==> config.mk <==
export PLATFORM = sky130hd
export DESIGN_NAME = spi_lcd_window_pixel_streamer_top
export DESIGN_NICKNAME = d
export VERILOG_FILES = /design/src/slwps_pkg.sv /design/src/slwps_front.sv /design/src/slwps_queue.sv /design/src/slwps_back.sv /design/src/spi_lcd_window_pixel_streamer_top.sv
export SDC_FILE = /design/constraint.sdc
export NUM_CORES = 1
export LEC_CHECK = 0
export ABC_AREA = 1
export BUFFER_PORTS_ARGS = -buffer_cell sky130_fd_sc_hd__buf_4
export CORE_ASPECT_RATIO = 2
export CORE_MARGIN = 1
export CORE_UTILIZATION = 60
export DETAILED_ROUTE_END_ITERATION = 16
export PLACE_DENSITY = 0.79
export SETUP_SLACK_MARGIN = 0.1
export SLEW_MARGIN = 20
export SYNTH_ARGS = -nofsm -noshare
export SYNTH_HDL_FRONTEND = slang
export SYNTH_SLANG_ARGS = --single-unit
export TNS_END_PERCENT = 5
==> constraint.sdc <==
create_clock -name clk -period 6.6 [get_ports clk]
set_clock_uncertainty 0.2 [all_clocks]
set_input_delay 0.66 -clock clk [delete_from_list [all_inputs] [get_ports clk]]
set_output_delay 0.66 -clock clk [all_outputs]
set_load 0.01 [all_outputs]
==> src/slwps_pkg.sv <==
// ----------------------------------------------------------------------------
// slwps_pkg: shared types and constants
// Request codes, command bytes, reset values and the queue entry that
// carries a classified request from the front end to the byte sequencer.
// ----------------------------------------------------------------------------
package slwps_pkg;

	localparam logic [1:0] REQ_REGION = 2'd0;
	localparam logic [1:0] REQ_PIXEL  = 2'd1;
	localparam logic [1:0] REQ_FRAME  = 2'd2;
	localparam logic [1:0] REQ_RSVD   = 2'd3;

	localparam logic [7:0] CMD_CASET = 8'h2a;
	localparam logic [7:0] CMD_RASET = 8'h2b;
	localparam logic [7:0] CMD_RAMWR = 8'h2c;

	localparam logic [1:0] REG_PANEL_W = 2'd0;
	localparam logic [1:0] REG_PANEL_H = 2'd1;

	localparam logic [11:0] PANEL_W_RST = 12'd480;
	localparam logic [11:0] PANEL_H_RST = 12'd272;

	localparam int QUEUE_DEPTH = 2;

	typedef struct packed {
		logic        is_pixel;
		logic [15:0] xs;
		logic [15:0] xe;
		logic [15:0] ys;
		logic [15:0] ye;
		logic [7:0]  px_hi;
		logic [7:0]  px_lo;
		logic        rel;
		logic        ovr;
	} entry_t;

endpackage

==> src/slwps_front.sv <==
// ----------------------------------------------------------------------------
// slwps_front: request front end
// Holds the panel size registers and the pixel countdown, classifies each
// request and pushes a ready-to-send entry into the queue.
// ----------------------------------------------------------------------------
module slwps_front (
	input  logic                 clk,
	input  logic                 arst_n,
	input  logic                 cfg_we,
	input  logic [1:0]           cfg_index,
	input  logic [11:0]          cfg_wdata,
	input  logic                 in_valid,
	output logic                 in_ready,
	input  logic [1:0]           req_type,
	input  logic [15:0]          region_x,
	input  logic [15:0]          region_y,
	input  logic [15:0]          region_w,
	input  logic [15:0]          region_h,
	input  logic [31:0]          pixel_word,
	input  logic                 q_full,
	output logic                 q_push,
	output slwps_pkg::entry_t    q_entry
);

	logic [11:0] panel_w_q;
	logic [11:0] panel_h_q;
	logic [31:0] pixels_left_q;
	logic        accept;
	logic        is_win;
	logic [15:0] wx, wy, ww, wh;

	assign in_ready = !q_full;
	assign accept   = in_valid && in_ready;
	assign is_win   = (req_type == slwps_pkg::REQ_REGION) || (req_type == slwps_pkg::REQ_FRAME);
	assign q_push   = accept && (req_type != slwps_pkg::REQ_RSVD);

	always_comb begin
		if (req_type == slwps_pkg::REQ_FRAME) begin
			wx = 16'd0;
			wy = 16'd0;
			ww = {4'd0, panel_w_q};
			wh = {4'd0, panel_h_q};
		end else begin
			wx = region_x;
			wy = region_y;
			ww = region_w;
			wh = region_h;
		end
	end

	always_comb begin
		q_entry          = '0;
		q_entry.is_pixel = (req_type == slwps_pkg::REQ_PIXEL);
		q_entry.xs       = wx;
		q_entry.xe       = wx + ww - 16'd1;
		q_entry.ys       = wy;
		q_entry.ye       = wy + wh - 16'd1;
		q_entry.px_hi    = {pixel_word[23:19], pixel_word[15:13]};
		q_entry.px_lo    = {pixel_word[12:10], pixel_word[7:3]};
		// select drops after the pixel that empties the window, or on overrun
		q_entry.rel      = (pixels_left_q == 32'd0) || (pixels_left_q == 32'd1);
		q_entry.ovr      = (pixels_left_q == 32'd0);
	end

	always_ff @(posedge clk or negedge arst_n) begin
		if (!arst_n) begin
			panel_w_q <= slwps_pkg::PANEL_W_RST;
			panel_h_q <= slwps_pkg::PANEL_H_RST;
		end else if (cfg_we) begin
			if (cfg_index == slwps_pkg::REG_PANEL_W) panel_w_q <= cfg_wdata;
			if (cfg_index == slwps_pkg::REG_PANEL_H) panel_h_q <= cfg_wdata;
		end
	end

	always_ff @(posedge clk or negedge arst_n) begin
		if (!arst_n) begin
			pixels_left_q <= 32'd0;
		end else if (accept) begin
			if (is_win) begin
				pixels_left_q <= {16'd0, ww} * {16'd0, wh};
			end else if (req_type == slwps_pkg::REQ_PIXEL && pixels_left_q != 32'd0) begin
				pixels_left_q <= pixels_left_q - 32'd1;
			end
		end
	end

endmodule

==> src/slwps_queue.sv <==
// ----------------------------------------------------------------------------
// slwps_queue: entry queue
// Small register FIFO between the front end and the byte sequencer.
// ----------------------------------------------------------------------------
module slwps_queue #(
	parameter int DEPTH = slwps_pkg::QUEUE_DEPTH
) (
	input  logic                 clk,
	input  logic                 arst_n,
	input  logic                 push,
	input  slwps_pkg::entry_t    wr_entry,
	input  logic                 pop,
	output slwps_pkg::entry_t    rd_entry,
	output logic                 not_empty,
	output logic                 full
);

	localparam int AW = (DEPTH > 1) ? $clog2(DEPTH) : 1;

	slwps_pkg::entry_t mem_q [DEPTH];
	logic [AW-1:0]     wr_ptr_q;
	logic [AW-1:0]     rd_ptr_q;
	logic [AW:0]       count_q;

	assign full      = (count_q == (AW+1)'(DEPTH));
	assign not_empty = (count_q != '0);
	assign rd_entry  = mem_q[rd_ptr_q];

	function automatic logic [AW-1:0] next_ptr(input logic [AW-1:0] p);
		next_ptr = (p == AW'(DEPTH - 1)) ? '0 : p + AW'(1);
	endfunction

	always_ff @(posedge clk) begin
		if (push) mem_q[wr_ptr_q] <= wr_entry;
	end

	always_ff @(posedge clk or negedge arst_n) begin
		if (!arst_n) begin
			wr_ptr_q <= '0;
			rd_ptr_q <= '0;
			count_q  <= '0;
		end else begin
			if (push) wr_ptr_q <= next_ptr(wr_ptr_q);
			if (pop)  rd_ptr_q <= next_ptr(rd_ptr_q);
			if (push && !pop)      count_q <= count_q + (AW+1)'(1);
			else if (pop && !push) count_q <= count_q - (AW+1)'(1);
		end
	end

endmodule

==> src/slwps_back.sv <==
// ----------------------------------------------------------------------------
// slwps_back: byte sequencer
// Walks the head entry byte by byte into a registered output stage.
// ----------------------------------------------------------------------------
module slwps_back (
	input  logic                 clk,
	input  logic                 arst_n,
	input  slwps_pkg::entry_t    head,
	input  logic                 head_valid,
	output logic                 pop,
	output logic                 out_valid,
	input  logic                 out_ready,
	output logic [7:0]           byte_out,
	output logic                 is_command,
	output logic                 release_select,
	output logic                 overrun,
	output logic                 last
);

	// byte positions inside a window sequence
	localparam logic [3:0] B_CASET = 4'd0;
	localparam logic [3:0] B_XS_HI = 4'd1;
	localparam logic [3:0] B_XS_LO = 4'd2;
	localparam logic [3:0] B_XE_HI = 4'd3;
	localparam logic [3:0] B_XE_LO = 4'd4;
	localparam logic [3:0] B_RASET = 4'd5;
	localparam logic [3:0] B_YS_HI = 4'd6;
	localparam logic [3:0] B_YS_LO = 4'd7;
	localparam logic [3:0] B_YE_HI = 4'd8;
	localparam logic [3:0] B_YE_LO = 4'd9;
	localparam logic [3:0] B_RAMWR = 4'd10;
	localparam logic [3:0] B_PX_LO = 4'd1;

	logic [3:0] idx_q;
	logic       valid_q;
	logic [7:0] byte_q;
	logic       cmd_q, rel_q, ovr_q, last_q;
	logic       advance;
	logic       fin;
	logic [7:0] nb;
	logic       ncmd, nrel, novr;

	assign advance = !valid_q || out_ready;
	assign fin     = head.is_pixel ? (idx_q == B_PX_LO) : (idx_q == B_RAMWR);
	assign pop     = advance && head_valid && fin;

	always_comb begin
		ncmd = 1'b0;
		nrel = 1'b1;
		novr = 1'b0;
		nb   = 8'd0;
		if (head.is_pixel) begin
			novr = head.ovr;
			if (idx_q == B_PX_LO) begin
				nb   = head.px_lo;
				nrel = head.rel;
			end else begin
				nb   = head.px_hi;
				nrel = 1'b0;
			end
		end else begin
			unique case (idx_q)
				B_CASET: begin
					nb   = slwps_pkg::CMD_CASET;
					ncmd = 1'b1;
				end
				B_XS_HI: nb = head.xs[15:8];
				B_XS_LO: nb = head.xs[7:0];
				B_XE_HI: nb = head.xe[15:8];
				B_XE_LO: nb = head.xe[7:0];
				B_RASET: begin
					nb   = slwps_pkg::CMD_RASET;
					ncmd = 1'b1;
				end
				B_YS_HI: nb = head.ys[15:8];
				B_YS_LO: nb = head.ys[7:0];
				B_YE_HI: nb = head.ye[15:8];
				B_YE_LO: nb = head.ye[7:0];
				B_RAMWR: begin
					nb   = slwps_pkg::CMD_RAMWR;
					ncmd = 1'b1;
				end
				default: nb = 8'd0;
			endcase
		end
	end

	always_ff @(posedge clk or negedge arst_n) begin
		if (!arst_n) begin
			valid_q <= 1'b0;
			idx_q   <= 4'd0;
		end else if (advance) begin
			valid_q <= head_valid;
			if (head_valid) idx_q <= fin ? 4'd0 : idx_q + 4'd1;
		end
	end

	always_ff @(posedge clk) begin
		if (advance && head_valid) begin
			byte_q <= nb;
			cmd_q  <= ncmd;
			rel_q  <= nrel;
			ovr_q  <= novr;
			last_q <= fin;
		end
	end

	assign out_valid      = valid_q;
	assign byte_out       = byte_q;
	assign is_command     = cmd_q;
	assign release_select = rel_q;
	assign overrun        = ovr_q;
	assign last           = last_q;

	a_cmd_rel: assert property (@(posedge clk) disable iff (!arst_n)
		out_valid && is_command |-> release_select)
		else $error("command beat without select release");

	a_ovr_data: assert property (@(posedge clk) disable iff (!arst_n)
		out_valid && overrun |-> !is_command)
		else $error("overrun flagged on a command beat");

	a_cmd_last: assert property (@(posedge clk) disable iff (!arst_n)
		out_valid && is_command && last |-> byte_out == slwps_pkg::CMD_RAMWR)
		else $error("window sequence ends on wrong command");

	a_idx_range: assert property (@(posedge clk) disable iff (!arst_n)
		idx_q <= B_RAMWR)
		else $error("byte position out of range");

endmodule

==> src/spi_lcd_window_pixel_streamer_top.sv <==
// ----------------------------------------------------------------------------
// spi_lcd_window_pixel_streamer_top: SPI panel window and pixel byte streamer
// Front end, entry queue and byte sequencer.
// ----------------------------------------------------------------------------
// A region or full-frame request turns into eleven output beats (column
// command, four address bytes, row command, four address bytes, memory write
// command) and loads the pixel countdown; a pixel request turns into two
// RGB565 beats, high byte first. The output register gives one beat per
// cycle while out_ready is held high. The front end takes
// one request per cycle as long as the queue (QUEUE_DEPTH entries) has room,
// also while the output beat is stalled. Request type 3 is dropped silently.
// Panel size registers are written through cfg_we/cfg_index/cfg_wdata.
module spi_lcd_window_pixel_streamer_top #(
	parameter int QUEUE_DEPTH = slwps_pkg::QUEUE_DEPTH
) (
	input  logic        clk,
	input  logic        arst_n,
	input  logic        cfg_we,
	input  logic [1:0]  cfg_index,
	input  logic [11:0] cfg_wdata,
	input  logic        in_valid,
	output logic        in_ready,
	input  logic [1:0]  req_type,
	input  logic [15:0] region_x,
	input  logic [15:0] region_y,
	input  logic [15:0] region_w,
	input  logic [15:0] region_h,
	input  logic [31:0] pixel_word,
	output logic        out_valid,
	input  logic        out_ready,
	output logic [7:0]  byte_out,
	output logic        is_command,
	output logic        release_select,
	output logic        overrun,
	output logic        last
);

	slwps_pkg::entry_t wr_entry;
	slwps_pkg::entry_t head;
	logic              push, pop, q_full, head_valid;

	slwps_front u_front (
		.clk        (clk),
		.arst_n     (arst_n),
		.cfg_we     (cfg_we),
		.cfg_index  (cfg_index),
		.cfg_wdata  (cfg_wdata),
		.in_valid   (in_valid),
		.in_ready   (in_ready),
		.req_type   (req_type),
		.region_x   (region_x),
		.region_y   (region_y),
		.region_w   (region_w),
		.region_h   (region_h),
		.pixel_word (pixel_word),
		.q_full     (q_full),
		.q_push     (push),
		.q_entry    (wr_entry)
	);

	slwps_queue #(
		.DEPTH (QUEUE_DEPTH)
	) u_queue (
		.clk       (clk),
		.arst_n    (arst_n),
		.push      (push),
		.wr_entry  (wr_entry),
		.pop       (pop),
		.rd_entry  (head),
		.not_empty (head_valid),
		.full      (q_full)
	);

	slwps_back u_back (
		.clk            (clk),
		.arst_n         (arst_n),
		.head           (head),
		.head_valid     (head_valid),
		.pop            (pop),
		.out_valid      (out_valid),
		.out_ready      (out_ready),
		.byte_out       (byte_out),
		.is_command     (is_command),
		.release_select (release_select),
		.overrun        (overrun),
		.last           (last)
	);

endmodule

==> flow_summary.toml <==
[critical_path]
regToRegSetupSlack_ns = 0.46
critical-path-slowest-cell = "sky130_fd_sc_hd__fa_1"
worst-path-buf-inv = 7
crit_path_depth = 27
crit_path_max_cell_delay_ns = 0.57
crit_path_frequent_cell = "sky130_fd_sc_hd__nand2_1"
path_max_fanout = 15
arrival_ns = 6.54
reg2reg_depth = 24
critical_path_class = "input pin to flip-flop"
cp.required_ns = 6.83
critical_path.startpoint_type = "input pin"
cpLargestDelayFamily = "adder cells"
setup.worst_path.end_class = "flip-flop"

[clock_network]
clock_tree_from_tritoncts = "yes"
ctsHtreeMaxLevel = 1
path_clk_slew_ns = 0.07
post_cts_resize_count = 0
numCtsBuffers = 22
buffers_from_clock_root_to_sink_at_most = 3
clkSinkCount = 243
postCtsSetupBuffers = 0
cts_root_buffer = "sky130_fd_sc_hd__clkbuf_16"
post_cts_hold_buffer_count = 0
worst_skew_pair.late_latency_ns = 0.54

[final_layout]
drive_gt1_frac = 0.1226
antenna_cells = 0
design.final.nets = 3458
syn2layout_area_growth_pct = 13.75
postLayoutCoreUtil = 0.6929
layout.filler_cells = 3062

[grt]
met2_usage = 0.6976
grt_usage = 0.3611
grt.busiest_layer = "met2"
globalRouteMet1Util = 0.3275
grt_first_pass_wirelength_um = 102500
antenna_found_initial = 0
grt_use_met3 = 0.03860
grt_max_degree = 76
grt_pass1_vias = 19720
grt-ovfl-total = 0

[detailed_routing]
route.antenna.remaining_nets = 0
drt_first_iter_violations = 1094
wl_final_um = 65620
via_count = 18780
viasPerCell = 5.447
route.detailed.drc = 10
avgRoutedWirePerCell_um = 19.04
first_pass_iters = 12

[placement]
port_buffers = 114
gpl.final_weighted_congestion = 0.9927
place.detailed.hpwl_um = 54560

[sta]
final_max_slew_viol_count = 0
fin_crit_sh = 0.9563
timing_hold_violations_final = 0
rsz0062_at_grt = "yes"
fin_hold_ws_ns = 0.03234
timing.fmax_mhz = 158.4
post-route-min-period_ns = 6.312
tightest_slew_ns = 0.9706
report.final.setup_viol = 0
max_slew_margin = 0.3514

[logic_synthesis]
synth.lib_cells_used.distinct = 51
post-synth-top-area-fraction = 0.2401
yosysTopAreaCell = "sky130_fd_sc_hd__edfxtp_1"
synth.avg_cell_area_sq_um = 8.071
net_count_after_synthesis = 3239
instance_count_of_the_mapped_netlist = 2758
synth_async_sr_flop_share = 0.2675
number_of_synthesized_register_bits = 243
synthesis.yosys.warnings = 0
synth_top_cells_by_area = "sky130_fd_sc_hd__edfxtp_1, sky130_fd_sc_hd__fa_1, sky130_fd_sc_hd__nand2_1"
postSynth.topFlopCell = "sky130_fd_sc_hd__edfxtp_1"
synth_edf_count = 178
share_of_synthesized_area_occupied_by_flip_flops_and_latches = 0.3135
post_synth_instance_area_sq_um = 22260

[min_path]
hp-class = "input pin to asynchronous set/reset pin"

[status]
status = "finished, violations left"
failing_checks = "DRC"

[pwr]
power.density_cell_area_nw_per_um2 = 549.1
power.static_leakage_uw = 0.01302
power.total_uw = 13900
irDropWorstVdd_mv = 0.6153

[job]
timing.max_cap.violations = 0

[die]
starting_density_of_the_core = 0.6091
die-width_um = 138.2
num_rows = 99
io_pins = 131
dieArea_sq_um = 37920
core_region_area_sq_um = 36540
die-height_um = 274.4
## metal layers
metal | vias to the layer above | part of all wire
li1 | 8939 | -
met1 | 8882 | 0.31
met2 | 664 | 0.54
met3 | 291 | 0.042
met4 | 0 | 0.11
met5 | - | 0
## worst reg2reg max path: stages (launching register included)
cell,delay [ns]
sky130_fd_sc_hd__dfstp_2,0.53
sky130_fd_sc_hd__inv_1,0.03
sky130_fd_sc_hd__o21ai_0,0.15
sky130_fd_sc_hd__buf_4,0.21
sky130_fd_sc_hd__nand2_1,0.10
sky130_fd_sc_hd__fa_1,0.50
sky130_fd_sc_hd__inv_1,0.05
sky130_fd_sc_hd__fa_1,0.50
sky130_fd_sc_hd__inv_1,0.06
sky130_fd_sc_hd__fa_1,0.56
sky130_fd_sc_hd__inv_1,0.06
sky130_fd_sc_hd__fa_1,0.48
sky130_fd_sc_hd__fa_1,0.53
sky130_fd_sc_hd__inv_1,0.06
sky130_fd_sc_hd__fa_1,0.49
sky130_fd_sc_hd__inv_1,0.05
sky130_fd_sc_hd__ha_1,0.35
sky130_fd_sc_hd__nand2_1,0.11
sky130_fd_sc_hd__nor2_1,0.19
sky130_fd_sc_hd__nand3_1,0.11
sky130_fd_sc_hd__nand3b_1,0.23
sky130_fd_sc_hd__nand2_1,0.10
sky130_fd_sc_hd__nand3_1,0.11
sky130_fd_sc_hd__nand3_1,0.16
sky130_fd_sc_hd__a21oi_2,0.17
## worst paths after layout
kind | startpoint | to
min in group clk | pixel_word[20] | u_queue.mem_q[1][14]
max in group asynchronous | arst_n | u_front.panel_h_q[1]
hold / removal | arst_n | u_back.idx_q[3]
setup reg to reg | u_front.panel_h_q[8] | u_front.pixels_left_q[31]
setup / recovery | req_type[1] | u_front.pixels_left_q[18]
hold reg to reg | u_queue.count_q[0] | u_queue.count_q[0]
## cell usage in the layout, fill, tap and decap left out, drive strengths merged, types with 4 or more instances in the layout
cell / n
inv: 546
edfxtp: 178
fa: 196
buf: 254
nand4: 17
a21o: 8
o22ai: 6
nor3: 22
dfrtp: 59
o21ai: 99
or2: 7
bufinv: 6
ha: 168
a21oi: 125
nand2: 798
nor2: 294
a21boi: 4
dfstp: 6
xnor2: 14
nand3: 84
xor2: 35
nand3b: 5
clkinv: 13
clkbuf: 24
## power breakdown
group,internal (uW),switching (uW)
Sequential,2160,206
Combinational,3790,6280
Clock,862,597
Total,6820,7090
## metrics by stage
stage                     area, sq um  std cells  setup WS, ns  setup TNS (ns)
after floorplan                 22260       2758        0.2418               0
after global placement          24470       3407       -0.2258          -3.352
after detailed placement        24470       3407       -0.3439          -4.647
after CTS                       25310       3447        0.1870               0
after global routing            25320       3447       0.09302               0
final                           25320       3447        0.2885               0
## final cells by class
type                       instances  area [sq um]  share of cell area
clock buffer                      24         558.0             0.02204
timing repair buffer             254          1952             0.07709
multi-input combinational       1906         12920              0.5102
inverter                         550          2069             0.08174
tap                              454         568.0             0.02244
sequential                       243          6980              0.2757
clock inverter                    16         274.0             0.01082
## state kept, by name (all words and copies together), names as in the netlist, 2 cells and up
name,flops
u_queue.mem_q,166
u_front.pixels_left_q,32
u_front.panel_h_q,12
u_front.panel_w_q,12
u_back.byte_out,8
u_back.idx_q,4
u_queue.count_q,2
## cells by family after synthesis
| kind of cell | Yosys count | synth area share |
|---|---|---|
| xor gates and xnor gates | 49 | 0.01928 |
| AOI/OAI and AO/OA | 256 | 0.06481 |
| DFF | 243 | 0.3135 |
| adders and majority gates | 364 | 0.2707 |
| muxes | 2 | 0.001012 |
| buffers and inverters | 609 | 0.1070 |
| and+or+nand+nor | 1235 | 0.2236 |
## Yosys cell counts, drive strengths merged (14+ instances only)
master  number
ha         168
fa         196
o21ai       99
nor3        22
nand4       17
dfrtp       59
buf         39
nor2       294
xnor2       14
nand2      798
xor2        35
a21oi      125
nand3       84
inv        544
clkbuf      20
edfxtp     178
No activity file was read; power rests on OpenSTA's default activity.
